### config.mk
export PLATFORM = sky130hd
export DESIGN_NAME = goal_blacklist_table
export DESIGN_NICKNAME = d
export VERILOG_FILES = /design/src/rtl/core/gbt_pkg.sv /design/src/rtl/core/gbt_ram.sv /design/src/rtl/core/gbt_match.sv /design/src/rtl/core/goal_blacklist_table.sv
export SDC_FILE = /design/constraint.sdc
export NUM_CORES = 2
export LEC_CHECK = 0
export ABC_CLOCK_PERIOD_IN_PS = 16200
export BUFFER_PORTS_ARGS = -buffer_cell sky130_fd_sc_hd__buf_2
export CAP_MARGIN = 25
export CORE_MARGIN = 1
export CORE_UTILIZATION = 40
export CTS_CLUSTER_SIZE = 40
export DETAILED_ROUTE_END_ITERATION = 12
export PLACE_DENSITY = 0.63
export SLEW_MARGIN = 20
export SYNTH_ARGS = -nofsm -noshare
export SYNTH_HDL_FRONTEND = slang
export SYNTH_MEMORY_MAX_BITS = 65536
export SYNTH_SLANG_ARGS = --single-unit
### constraint.sdc
create_clock -name clock -period 16.2 [get_ports clock]
set_clock_uncertainty 0.2 [all_clocks]
set_input_delay 0 -clock clock [delete_from_list [all_inputs] [get_ports clock]]
set_output_delay 0 -clock clock [all_outputs]
set_load 0.02 [all_outputs]
### src/rtl/core/gbt_pkg.sv
// Goal blacklist table: shared types and constants.
// No dependencies; used by every file of the block but gbt_ram.
`default_nettype none

package gbt_pkg;

   localparam int FIELD_W = 32;
   localparam int TOL_W   = 31;
   localparam int CNT_W   = 4;
   localparam int CMD_W   = 2;
   localparam int DIFF_W  = 34;
   localparam int CSR_IDX_W = 1;

   localparam logic [CMD_W-1:0] CMD_QUERY   = 2'd0;
   localparam logic [CMD_W-1:0] CMD_ABORT   = 2'd1;
   localparam logic [CMD_W-1:0] CMD_TIMEOUT = 2'd2;

   localparam logic [CSR_IDX_W-1:0] CSR_TOLERANCE = 1'd0;
   localparam logic [CSR_IDX_W-1:0] CSR_THRESHOLD = 1'd1;

   localparam logic [TOL_W-1:0] TOL_RESET = 31'd327680;
   localparam logic [CNT_W-1:0] THR_RESET = 4'd3;

   typedef struct packed {
      logic valid;
      logic hit;
      logic pending;
   } match_flags_type;

endpackage

`default_nettype wire

### src/rtl/core/gbt_ram.sv
// Goal blacklist table: simple dual-port RAM, registered read.
// No dependencies.
`default_nettype none

module gbt_ram #(
   parameter int DEPTH = 64,
   parameter int WIDTH = 32,
   parameter int AW    = 6
) (
   input  wire logic             clock,
   input  wire logic             wr_en,
   input  wire logic [AW-1:0]    wr_addr,
   input  wire logic [WIDTH-1:0] wr_data,
   input  wire logic             rd_en,
   input  wire logic [AW-1:0]    rd_addr,
   output logic      [WIDTH-1:0] rd_data
);

   logic [WIDTH-1:0] mem_ff [DEPTH];
   logic [WIDTH-1:0] rd_data_ff;

   always_ff @(posedge clock) begin
      if (wr_en) begin
         mem_ff[wr_addr] <= wr_data;
      end
   end

   always_ff @(posedge clock) begin
      if (rd_en) begin
         rd_data_ff <= mem_ff[rd_addr];
      end
   end

   assign rd_data = rd_data_ff;

endmodule

`default_nettype wire

### src/rtl/core/gbt_match.sv
// Goal blacklist table: two-stage tolerance compare of one stored entry.
// Depends on gbt_pkg.
`default_nettype none

module gbt_match #(
   parameter int CW = 32,
   parameter int AW = 6
) (
   input  wire logic                     clock,
   input  wire logic                     reset,
   input  wire logic                     in_valid,
   input  wire logic [AW-1:0]            in_idx,
   input  wire logic [CW-1:0]            in_px,
   input  wire logic [CW-1:0]            in_py,
   input  wire logic [gbt_pkg::CNT_W-1:0] in_cnt,
   input  wire logic [CW-1:0]            goal_x,
   input  wire logic [CW-1:0]            goal_y,
   input  wire logic [gbt_pkg::TOL_W-1:0] tol,
   output gbt_pkg::match_flags_type      out_flags,
   output logic      [AW-1:0]            out_idx,
   output logic      [gbt_pkg::CNT_W-1:0] out_cnt
);

   localparam int EXT = gbt_pkg::DIFF_W - CW;

   logic signed [gbt_pkg::DIFF_W-1:0] gx, gy, px, py, tol_ext;
   logic signed [gbt_pkg::DIFF_W-1:0] dxa_ff, dxb_ff, dya_ff, dyb_ff;
   logic signed [gbt_pkg::DIFF_W-1:0] dxa_in, dxb_in, dya_in, dyb_in;
   logic                              s1_valid_ff, out_valid_ff, out_hit_ff, hit_in;
   logic [AW-1:0]                     s1_idx_ff, out_idx_ff;
   logic [gbt_pkg::CNT_W-1:0]         s1_cnt_ff, out_cnt_ff;

   assign gx = {{EXT{goal_x[CW-1]}}, goal_x};
   assign gy = {{EXT{goal_y[CW-1]}}, goal_y};
   assign px = {{EXT{in_px[CW-1]}}, in_px};
   assign py = {{EXT{in_py[CW-1]}}, in_py};
   assign tol_ext = {{(gbt_pkg::DIFF_W - gbt_pkg::TOL_W){1'b0}}, tol};

   assign dxa_in = gx - px;
   assign dxb_in = px - gx;
   assign dya_in = gy - py;
   assign dyb_in = py - gy;

   // |d| < tol  <=>  d < tol and -d < tol
   assign hit_in = (dxa_ff < tol_ext) && (dxb_ff < tol_ext) &&
                   (dya_ff < tol_ext) && (dyb_ff < tol_ext);

   always_ff @(posedge clock) begin
      if (reset) begin
         s1_valid_ff  <= 1'b0;
         out_valid_ff <= 1'b0;
         out_hit_ff   <= 1'b0;
      end else begin
         s1_valid_ff  <= in_valid;
         out_valid_ff <= s1_valid_ff;
         out_hit_ff   <= s1_valid_ff && hit_in;
      end
   end

   always_ff @(posedge clock) begin
      dxa_ff     <= dxa_in;
      dxb_ff     <= dxb_in;
      dya_ff     <= dya_in;
      dyb_ff     <= dyb_in;
      s1_idx_ff  <= in_idx;
      s1_cnt_ff  <= in_cnt;
      out_idx_ff <= s1_idx_ff;
      out_cnt_ff <= s1_cnt_ff;
   end

   assign out_flags.valid   = out_valid_ff;
   assign out_flags.hit     = out_hit_ff;
   assign out_flags.pending = s1_valid_ff | out_valid_ff;
   assign out_idx = out_idx_ff;
   assign out_cnt = out_cnt_ff;

endmodule

`default_nettype wire

### src/rtl/core/goal_blacklist_table.sv
// Goal blacklist table top level: sequencer, entry RAMs, configuration registers.
// Depends on gbt_pkg, gbt_ram, gbt_match.
`default_nettype none

// A request is taken when start is high and busy is low; busy then stays high
// while the table is scanned, one stored entry per cycle, from the oldest entry
// on, until the first match or the end of the filled part. After a match, reads
// run on while the compare pipeline fills; the single RAM read port sets the
// scan rate. The result shows on the rsp_ ports for one cycle with rsp_valid
// and cannot be held off; busy is already low in that cycle. Write the csr_
// registers only while busy is low.

module goal_blacklist_table #(
   parameter int ENTRIES    = 64,
   parameter int COORD_BITS = 32
) (
   input  wire logic                               clock,
   input  wire logic                               reset,
   input  wire logic                               start,
   input  wire logic        [gbt_pkg::CMD_W-1:0]   req_cmd,
   input  wire logic signed [gbt_pkg::FIELD_W-1:0] req_goal_x,
   input  wire logic signed [gbt_pkg::FIELD_W-1:0] req_goal_y,
   output logic                                    busy,
   output logic                                    rsp_valid,
   output logic                                    rsp_on_blacklist,
   output logic                                    rsp_matched,
   output logic             [gbt_pkg::CNT_W-1:0]   rsp_entry_count,
   output logic                                    rsp_table_full,
   input  wire logic                               csr_wr_en,
   input  wire logic        [gbt_pkg::CSR_IDX_W-1:0] csr_index,
   input  wire logic        [gbt_pkg::TOL_W-1:0]   csr_data
);

   localparam int CW = (COORD_BITS < gbt_pkg::FIELD_W) ? COORD_BITS : gbt_pkg::FIELD_W;
   localparam int AW = (ENTRIES > 1) ? $clog2(ENTRIES) : 1;
   localparam int FW = $clog2(ENTRIES + 1);
   localparam int CNT_W = gbt_pkg::CNT_W;

   localparam logic [1:0] ST_IDLE   = 2'd0;
   localparam logic [1:0] ST_SCAN   = 2'd1;
   localparam logic [1:0] ST_DRAIN  = 2'd2;
   localparam logic [1:0] ST_DECIDE = 2'd3;

   logic [1:0]                  state_ff, state_in;
   logic [FW-1:0]               fill_ff, fill_in;
   logic [FW-1:0]               scan_ff, scan_in;
   logic [gbt_pkg::TOL_W-1:0]   tol_ff;
   logic [CNT_W-1:0]            thr_ff;
   logic [gbt_pkg::CMD_W-1:0]   cmd_ff;
   logic [CW-1:0]               goal_x_ff, goal_y_ff;
   logic                        found_ff, found_in;
   logic [AW-1:0]               found_idx_ff;
   logic [CNT_W-1:0]            found_cnt_ff;
   logic                        rd_valid_ff;
   logic [AW-1:0]               rd_idx_ff;

   logic                        accept, issue;
   logic [AW-1:0]               rd_addr;
   logic [2*CW-1:0]             xy_rd_data;
   logic [CNT_W-1:0]            cnt_rd_data;
   gbt_pkg::match_flags_type    mflags;
   logic [AW-1:0]               m_idx;
   logic [CNT_W-1:0]            m_cnt;

   logic                        is_update, room, append, cnt_we, have;
   logic [CNT_W:0]              cnt_p1, thr_w;
   logic [CNT_W-1:0]            new_cnt;
   logic [AW-1:0]               cnt_wr_addr;

   logic                        rsp_valid_ff, rsp_blk_ff, rsp_matched_ff, rsp_full_ff;
   logic [CNT_W-1:0]            rsp_cnt_ff;

   assign accept  = start && (state_ff == ST_IDLE);
   assign busy    = (state_ff != ST_IDLE);
   assign issue   = (state_ff == ST_SCAN) && !found_ff && !mflags.hit && (scan_ff != fill_ff);
   assign rd_addr = scan_ff[AW-1:0];

   always_comb begin
      state_in = state_ff;
      scan_in  = scan_ff;
      found_in = found_ff || (mflags.valid && mflags.hit);
      unique case (state_ff)
         ST_IDLE: begin
            scan_in  = '0;
            found_in = 1'b0;
            if (start) begin
               state_in = ST_SCAN;
            end
         end
         ST_SCAN: begin
            if (issue) begin
               scan_in = scan_ff + FW'(1);
            end else begin
               state_in = ST_DRAIN;
            end
         end
         ST_DRAIN: begin
            if (!rd_valid_ff && !mflags.pending) begin
               state_in = ST_DECIDE;
            end
         end
         ST_DECIDE: begin
            state_in = ST_IDLE;
         end
         default: state_in = ST_IDLE;
      endcase
   end

   // Result and write-back
   always_comb begin
      is_update = (cmd_ff == gbt_pkg::CMD_ABORT) || (cmd_ff == gbt_pkg::CMD_TIMEOUT);
      room      = (fill_ff < FW'(ENTRIES));
      cnt_p1    = {1'b0, found_cnt_ff} + (CNT_W+1)'(1);
      thr_w     = {1'b0, thr_ff};
      new_cnt   = found_cnt_ff;
      append    = 1'b0;
      cnt_we    = 1'b0;
      have      = 1'b0;
      if (found_ff) begin
         have   = 1'b1;
         cnt_we = is_update;
         if (cmd_ff == gbt_pkg::CMD_ABORT) begin
            new_cnt = (cnt_p1 < thr_w) ? cnt_p1[CNT_W-1:0] : thr_ff;
         end else if (cmd_ff == gbt_pkg::CMD_TIMEOUT) begin
            new_cnt = (found_cnt_ff > thr_ff) ? found_cnt_ff : thr_ff;
         end
      end else if (is_update && room) begin
         have    = 1'b1;
         append  = 1'b1;
         cnt_we  = 1'b1;
         new_cnt = (cmd_ff == gbt_pkg::CMD_ABORT) ? CNT_W'(1) : thr_ff;
      end
      cnt_wr_addr = found_ff ? found_idx_ff : fill_ff[AW-1:0];
      fill_in     = append ? fill_ff + FW'(1) : fill_ff;
   end

   always_ff @(posedge clock) begin
      if (reset) begin
         state_ff     <= ST_IDLE;
         fill_ff      <= '0;
         scan_ff      <= '0;
         found_ff     <= 1'b0;
         rd_valid_ff  <= 1'b0;
         rsp_valid_ff <= 1'b0;
         tol_ff       <= gbt_pkg::TOL_RESET;
         thr_ff       <= gbt_pkg::THR_RESET;
      end else begin
         state_ff     <= state_in;
         scan_ff      <= scan_in;
         found_ff     <= found_in;
         rd_valid_ff  <= issue;
         rsp_valid_ff <= (state_ff == ST_DECIDE);
         if (state_ff == ST_DECIDE) begin
            fill_ff <= fill_in;
         end
         if (csr_wr_en) begin
            priority if (csr_index == gbt_pkg::CSR_TOLERANCE) begin
               tol_ff <= csr_data;
            end else if (csr_index == gbt_pkg::CSR_THRESHOLD) begin
               thr_ff <= csr_data[CNT_W-1:0];
            end
         end
      end
   end

   always_ff @(posedge clock) begin
      rd_idx_ff <= rd_addr;
      if (accept) begin
         cmd_ff    <= req_cmd;
         goal_x_ff <= req_goal_x[CW-1:0];
         goal_y_ff <= req_goal_y[CW-1:0];
      end
      if (!found_ff && mflags.valid && mflags.hit) begin
         found_idx_ff <= m_idx;
         found_cnt_ff <= m_cnt;
      end
      if (state_ff == ST_DECIDE) begin
         rsp_blk_ff     <= have && (new_cnt >= thr_ff);
         rsp_matched_ff <= found_ff;
         rsp_cnt_ff     <= have ? new_cnt : '0;
         rsp_full_ff    <= !found_ff && is_update && !room;
      end
   end

   gbt_ram #(.DEPTH(ENTRIES), .WIDTH(2*CW), .AW(AW)) u_xy_ram (
      .clock   (clock),
      .wr_en   ((state_ff == ST_DECIDE) && append),
      .wr_addr (fill_ff[AW-1:0]),
      .wr_data ({goal_x_ff, goal_y_ff}),
      .rd_en   (issue),
      .rd_addr (rd_addr),
      .rd_data (xy_rd_data)
   );

   gbt_ram #(.DEPTH(ENTRIES), .WIDTH(CNT_W), .AW(AW)) u_cnt_ram (
      .clock   (clock),
      .wr_en   ((state_ff == ST_DECIDE) && cnt_we),
      .wr_addr (cnt_wr_addr),
      .wr_data (new_cnt),
      .rd_en   (issue),
      .rd_addr (rd_addr),
      .rd_data (cnt_rd_data)
   );

   gbt_match #(.CW(CW), .AW(AW)) u_match (
      .clock     (clock),
      .reset     (reset),
      .in_valid  (rd_valid_ff),
      .in_idx    (rd_idx_ff),
      .in_px     (xy_rd_data[2*CW-1:CW]),
      .in_py     (xy_rd_data[CW-1:0]),
      .in_cnt    (cnt_rd_data),
      .goal_x    (goal_x_ff),
      .goal_y    (goal_y_ff),
      .tol       (tol_ff),
      .out_flags (mflags),
      .out_idx   (m_idx),
      .out_cnt   (m_cnt)
   );

   assign rsp_valid        = rsp_valid_ff;
   assign rsp_on_blacklist = rsp_blk_ff;
   assign rsp_matched      = rsp_matched_ff;
   assign rsp_entry_count  = rsp_cnt_ff;
   assign rsp_table_full   = rsp_full_ff;

endmodule

`default_nettype wire

==> run summary <==
CRITICAL PATH
------------------------------------------------------------------------------------------------------
Crit-path slowest cell                                                                    sky130_fd_sc_hd__nor2_4
Sum of buffers and inverters on the critical path                                                    3
R2R cell count                                                                                       9
Slowest stage delay, CP                                                                        1.08 ns
CP most frequent cell                                                                     sky130_fd_sc_hd__buf_4
Reg2Reg Setup Slack                                                                           10.37 ns
Top Family by Delay on Critical Path                                                      simple AND/OR/NAND/NOR gates
Critical Path Start                                                                       cmd_ff[0]$_DFFE_PP_
Maximum fanout encountered on the critical timing path                                              31
Reg-to-reg critical path endpoint                                                         u_xy_ram.mem_ff[54][28]$_DFFE_PP_
Critical-path cell list                                                                   inv_1 -> ha_1 -> nor3_2 -> nand2_1 -> nor2_1 -> nand3_1 -> nor2_4 -> buf_4 -> buf_4
Data required, critical path                                                                  16.58 ns
Worst EP arrival                                                                               6.21 ns
Type of origin of the critical path                                                          flip-flop
Critical path class                                                                            reg2reg
CP Capture Type                                                                              flip-flop
Critical register-to-register path startpoint                                             cmd_ff[0]$_DFFE_PP_

CLOCK NETWORK
------------------------------------------------------------------------------------------------------
TritonCTS clock tree                                                                               yes
Clock Sinks                                                                                      4,716
Number of buffers inserted during clock tree synthesis                                             458
CTS Root Cell                                                                             sky130_fd_sc_hd__clkbuf_16
Number of H-tree branching levels                                                                    5
Clock latency on the worst-skew pair                                                           1.04 ns
Maximum clock insertion buffer count                                                                 4
Number of setup buffers added after CTS                                                              0
Post-cts resize count                                                                                0
Clock transition at the register clock pins on the worst setup and hold paths after CTS        0.07 ns

SYNTH
------------------------------------------------------------------------------------------------------
Number of enable flip-flop cells after synthesis                                                 4,503
Yosys warning total                                                                                  0
Top cell type's share of synthesized area                                                       72.94%
Most frequently used flop master after synthesis                                          sky130_fd_sc_hd__edfxtp_1
Post-synthesis average cell area                                                           22.08 sq um
Total of flip-flops plus latches after synthesis                                                 4,716
Post-synth cell types                                                                               73
Leading post-synthesis cells by cell area                                                 sky130_fd_sc_hd__edfxtp_1 73%, sky130_fd_sc_hd__mux4_2 17%, sky130_fd_sc_hd__dfxtp_1 2.3%
Post-synthesis async set-or-reset flop share                                                        0%
Sequential fraction of the synthesis area                                                       75.24%
Summed instance area of the synthesized netlist                                           185,400 sq um
Largest area contributor in the netlist                                                   sky130_fd_sc_hd__edfxtp_1
Gate Count Post-Synth                                                                            8,396
Total nets after synthesis                                                                       8,771

ROUTING
------------------------------------------------------------------------------------------------------
Via/cell ratio                                                                                   6.019
Post-Route WL                                                                                 532.1 mm
Final routed wire length divided by cell count                                                33.93 um
Detailed-route via count                                                                        94,396
DR iter-0 viols                                                                                 13,060
Number of optimization iterations in the first detailed-route pass                                   6
Number of DRC violations after detailed routing                                                      0
Number of routed nets with antenna violations                                                        0

CELLS AND AREA
------------------------------------------------------------------------------------------------------
Flip-flop and latch area                                                                  139,500 sq um
Final instance area                                                                       213,800 sq um
FILL cells                                                                                      37,321
Core Util, Final                                                                                46.40%
Area used by multi-input combinational logic                                              43,980 sq um
Layout cell share with drive strength beyond 1                                                  27.24%
Synthesis-to-layout area growth                                                                 15.32%
Number of cells in the finished layout apart from fillers                                       15,682
Number of nets in the layout                                                                     9,503
Commonest non-fill, non-tap cell in the layout                                            sky130_fd_sc_hd__edfxtp_1
Leading cell types in the layout, fill and taps excluded                                  4,503 x sky130_fd_sc_hd__edfxtp_1, 1,428 x sky130_fd_sc_hd__mux4_2, 463 x sky130_fd_sc_hd__clkbuf_16, 274 x sky130_fd_sc_hd__dlygate4sd3_1, 269 x sky130_fd_sc_hd__ha_1

TIMING
------------------------------------------------------------------------------------------------------
Max-slew violations                                                                                  0
Setup repair after global routing missed its margin                                              false
Normalized max-slew margin                                                                      19.29%
Setup TNS after final layout                                                                      0 ns
Number of endpoints failing setup at the final stage                                                 0
F_max                                                                                        171.5 MHz
Worst Tran Pin Value                                                                          1.211 ns
Final Hold Viols                                                                                     0
Post-layout min period                                                                        5.829 ns
Least setup slack across all paths after layout                                               10.37 ns
Period Utilization, post-route                                                                  35.98%

JOB
------------------------------------------------------------------------------------------------------
Max-capacitance violation count                                                                      0

PLACED DESIGN
------------------------------------------------------------------------------------------------------
Area of placed instances                                                                  195,400 sq um
RePlAce Congestion                                                                              0.9108
Total placed cells including tap cells                                                          14,534
Half-perimeter wire length after placement                                                    290.1 mm
DP Worst Slack                                                                                10.39 ns
Port Buffer Count                                                                                  110

POWER
------------------------------------------------------------------------------------------------------
Switching component of the power                                                              6.111 mW
Part of the total power dissipated in combinational logic                                         7.2%
Net Sw Frac                                                                                     22.64%
Internal power                                                                                20.88 mW
Power share of the clock group                                                                   40.5%
Worst IR Drop VDD                                                                            0.1068 mV
Reg power frac                                                                                   52.3%
Cell area power density                                                                   126.2 nW/um^2
LEAKAGE                                                                                       66.20 nW

DIE
------------------------------------------------------------------------------------------------------
Chip Height                                                                                   682.8 um
I/O pin cnt                                                                                        111
Initial Util                                                                                    40.23%
Site row count                                                                                     249
Core ar.                                                                                  460,800 sq um
Chip width                                                                                    682.8 um
Die footprint                                                                             466,200 sq um

GRT
------------------------------------------------------------------------------------------------------
Total grt overflow                                                                                   0
GRT met3 Usage                                                                                  4.015%
Grt met1 use                                                                                    31.65%
Antenna violations before repair                                                                    25
Global-route wire length before repair                                                        735.2 mm
Vias in the first global route                                                                  92,662
Met2 global-route usage                                                                         35.80%
Largest net degree at the start of global routing                                                  167
Overall fraction of global-route tracks in use                                                  22.48%
Busiest grt layer                                                                                 met2

HOLD PATH
------------------------------------------------------------------------------------------------------
End point of the most critical hold path                                                  goal_x_ff[22]$_DFFE_PP_
Hold WC Path Type                                                                               in2reg
Hold_sp                                                                                   req_goal_x[22]
Min-Delay Path Depth                                                                                 3

OUTCOME
------------------------------------------------------------------------------------------------------
Result of the run                                                                         finished, final reports clean

power by group through the flow:
| stage | Clock (mW) | Combinational [mW] | Sequential, mW |
|---|---|---|---|
| after floorplan | 0 | 0.958 | 14.6 |
| after global placement | 0 | 1.82 | 14.4 |
| after detailed placement | 0 | 1.89 | 14.4 |
| after CTS | 11.1 | 1.95 | 14.1 |
| after global routing | 11.5 | 2.14 | 14.1 |
| final | 10.9 | 1.95 | 14.1 |
registers in the layout (all words and copies together) (netlist names), 4 cells and up:
| signal | flops |
|---|---|
| u_match.s1_idx_ff | 6 |
| u_match.dyb_ff | 32 |
| u_match.out_cnt | 4 |
| u_match.s1_cnt_ff | 4 |
| rd_idx_ff | 6 |
| u_match.dxb_ff | 32 |
| found_idx_ff | 6 |
| u_match.out_idx | 6 |
| u_cnt_ram.rd_data | 4 |
| u_xy_ram.rd_data | 64 |
| scan_ff | 7 |
| fill_ff | 7 |
| u_match.dxa_ff | 33 |
| u_match.dya_ff | 33 |
| thr_ff | 4 |
| rsp_entry_count | 4 |
| u_xy_ram.mem_ff | 4096 |
| goal_y_ff | 32 |
| u_cnt_ram.mem_ff | 256 |
| goal_x_ff | 32 |
| found_cnt_ff | 4 |
| tol_ff | 31 |
layout make-up:
| type | instances | share of cell area, % |
|---|---|---|
| sequential | 4716 | 65.25 |
| multi-input combinational | 3065 | 20.57 |
| clock buffer | 563 | 5.665 |
| tap | 6149 | 3.599 |
| timing repair buffer | 674 | 2.976 |
| clock inverter | 291 | 1.549 |
| inverter | 213 | 0.3740 |
| antenna | 11 | 0.01288 |
stage by stage:
stage	hold WS, ns	power, mW
2_1_floorplan	-0.1011	15.55
3_3_place_gp	-0.02371	16.19
3_5_place_dp	-0.02145	16.27
4_1_cts	0.004969	27.13
5_1_grt	0.06650	27.77
6_report	0.06089	26.99
worst reg2reg max path, delay by kind of cell, from the launching register on:
family / cells / cell delay [ns]
and+or+nand+nor: 5 / 2.81
buffers and inverters: 3 / 1.57
DFF: 1 / 0.38
adders and majority gates: 1 / 0.36
routing by layer:
metal | wire length, um | part of all wire (%)
met1 | 209300 | 39
met2 | 252100 | 47
met3 | 51840 | 9.7
met4 | 18690 | 3.5
met5 | 136 | 0.026
cell usage after synthesis (5+ instances only):
| library cell | count |
|---|---|
| sky130_fd_sc_hd__a221oi_1 | 7 |
| sky130_fd_sc_hd__o21bai_1 | 22 |
| sky130_fd_sc_hd__o21a_1 | 21 |
| sky130_fd_sc_hd__mux4_2 | 1428 |
| sky130_fd_sc_hd__a21oi_1 | 208 |
| sky130_fd_sc_hd__xor2_1 | 41 |
| sky130_fd_sc_hd__edfxtp_1 | 4503 |
| sky130_fd_sc_hd__nand2b_1 | 13 |
| sky130_fd_sc_hd__nor3b_1 | 5 |
| sky130_fd_sc_hd__o21ai_1 | 40 |
| sky130_fd_sc_hd__o221ai_1 | 9 |
| sky130_fd_sc_hd__buf_2 | 106 |
| sky130_fd_sc_hd__a211oi_1 | 16 |
| sky130_fd_sc_hd__nor2_1 | 257 |
| sky130_fd_sc_hd__and4_1 | 5 |
| sky130_fd_sc_hd__buf_1 | 35 |
| sky130_fd_sc_hd__a21o_1 | 118 |
| sky130_fd_sc_hd__dfxtp_1 | 213 |
| sky130_fd_sc_hd__a211o_1 | 11 |
| sky130_fd_sc_hd__o21ai_0 | 54 |
| sky130_fd_sc_hd__a21boi_1 | 12 |
| sky130_fd_sc_hd__or3_1 | 9 |
| sky130_fd_sc_hd__and3_1 | 12 |
| sky130_fd_sc_hd__nand2_1 | 184 |
| sky130_fd_sc_hd__clkbuf_1 | 261 |
| sky130_fd_sc_hd__inv_1 | 211 |
| sky130_fd_sc_hd__nor4_1 | 14 |
| sky130_fd_sc_hd__ha_1 | 269 |
| sky130_fd_sc_hd__nand4_1 | 39 |
| sky130_fd_sc_hd__nor2b_1 | 29 |
| sky130_fd_sc_hd__o31ai_1 | 8 |
| sky130_fd_sc_hd__o211ai_1 | 7 |
| sky130_fd_sc_hd__a31oi_1 | 7 |
| sky130_fd_sc_hd__xnor2_1 | 88 |
| sky130_fd_sc_hd__nor3_1 | 23 |
| sky130_fd_sc_hd__nand3_1 | 42 |
| sky130_fd_sc_hd__or2_2 | 6 |
worst max path at each step:
stage                                        endpoint  slack (ns)  cells after the start
detailed placement     u_xy_ram.rd_data[22]$_DFFE_PP_       10.39                      6
global placement       u_xy_ram.rd_data[34]$_DFFE_PP_       10.45                      6
floorplan                  rsp_on_blacklist$_DFFE_PP_       10.94                     15
finish              u_xy_ram.mem_ff[54][28]$_DFFE_PP_       10.37                      9
global route           u_xy_ram.rd_data[35]$_DFFE_PP_       10.25                      7
CTS                    u_xy_ram.rd_data[19]$_DFFE_PP_       10.34                      6
kinds of logic (layout without fill, tap and decap cells):
kind of cell	count (synthesis)	in the layout	share of synthesized area, %
simple gates	652	652	1.581
xor+xnor	129	129	0.6095
fa+ha+maj	273	273	1.859
mux	1432	1432	17.37
buf+inv	615	1741	1.317
compound gates	579	579	2.021
other cells	0	11	0
flops	4716	4716	75.24
repair_timing:
item / 4_1_cts / 5_1_grt
endpoints found under the hold margin: 147 / 0
hold buffers: 275 / 0
endpoints found under the setup margin: 0 / 0
(Power assumes the default switching activity.)
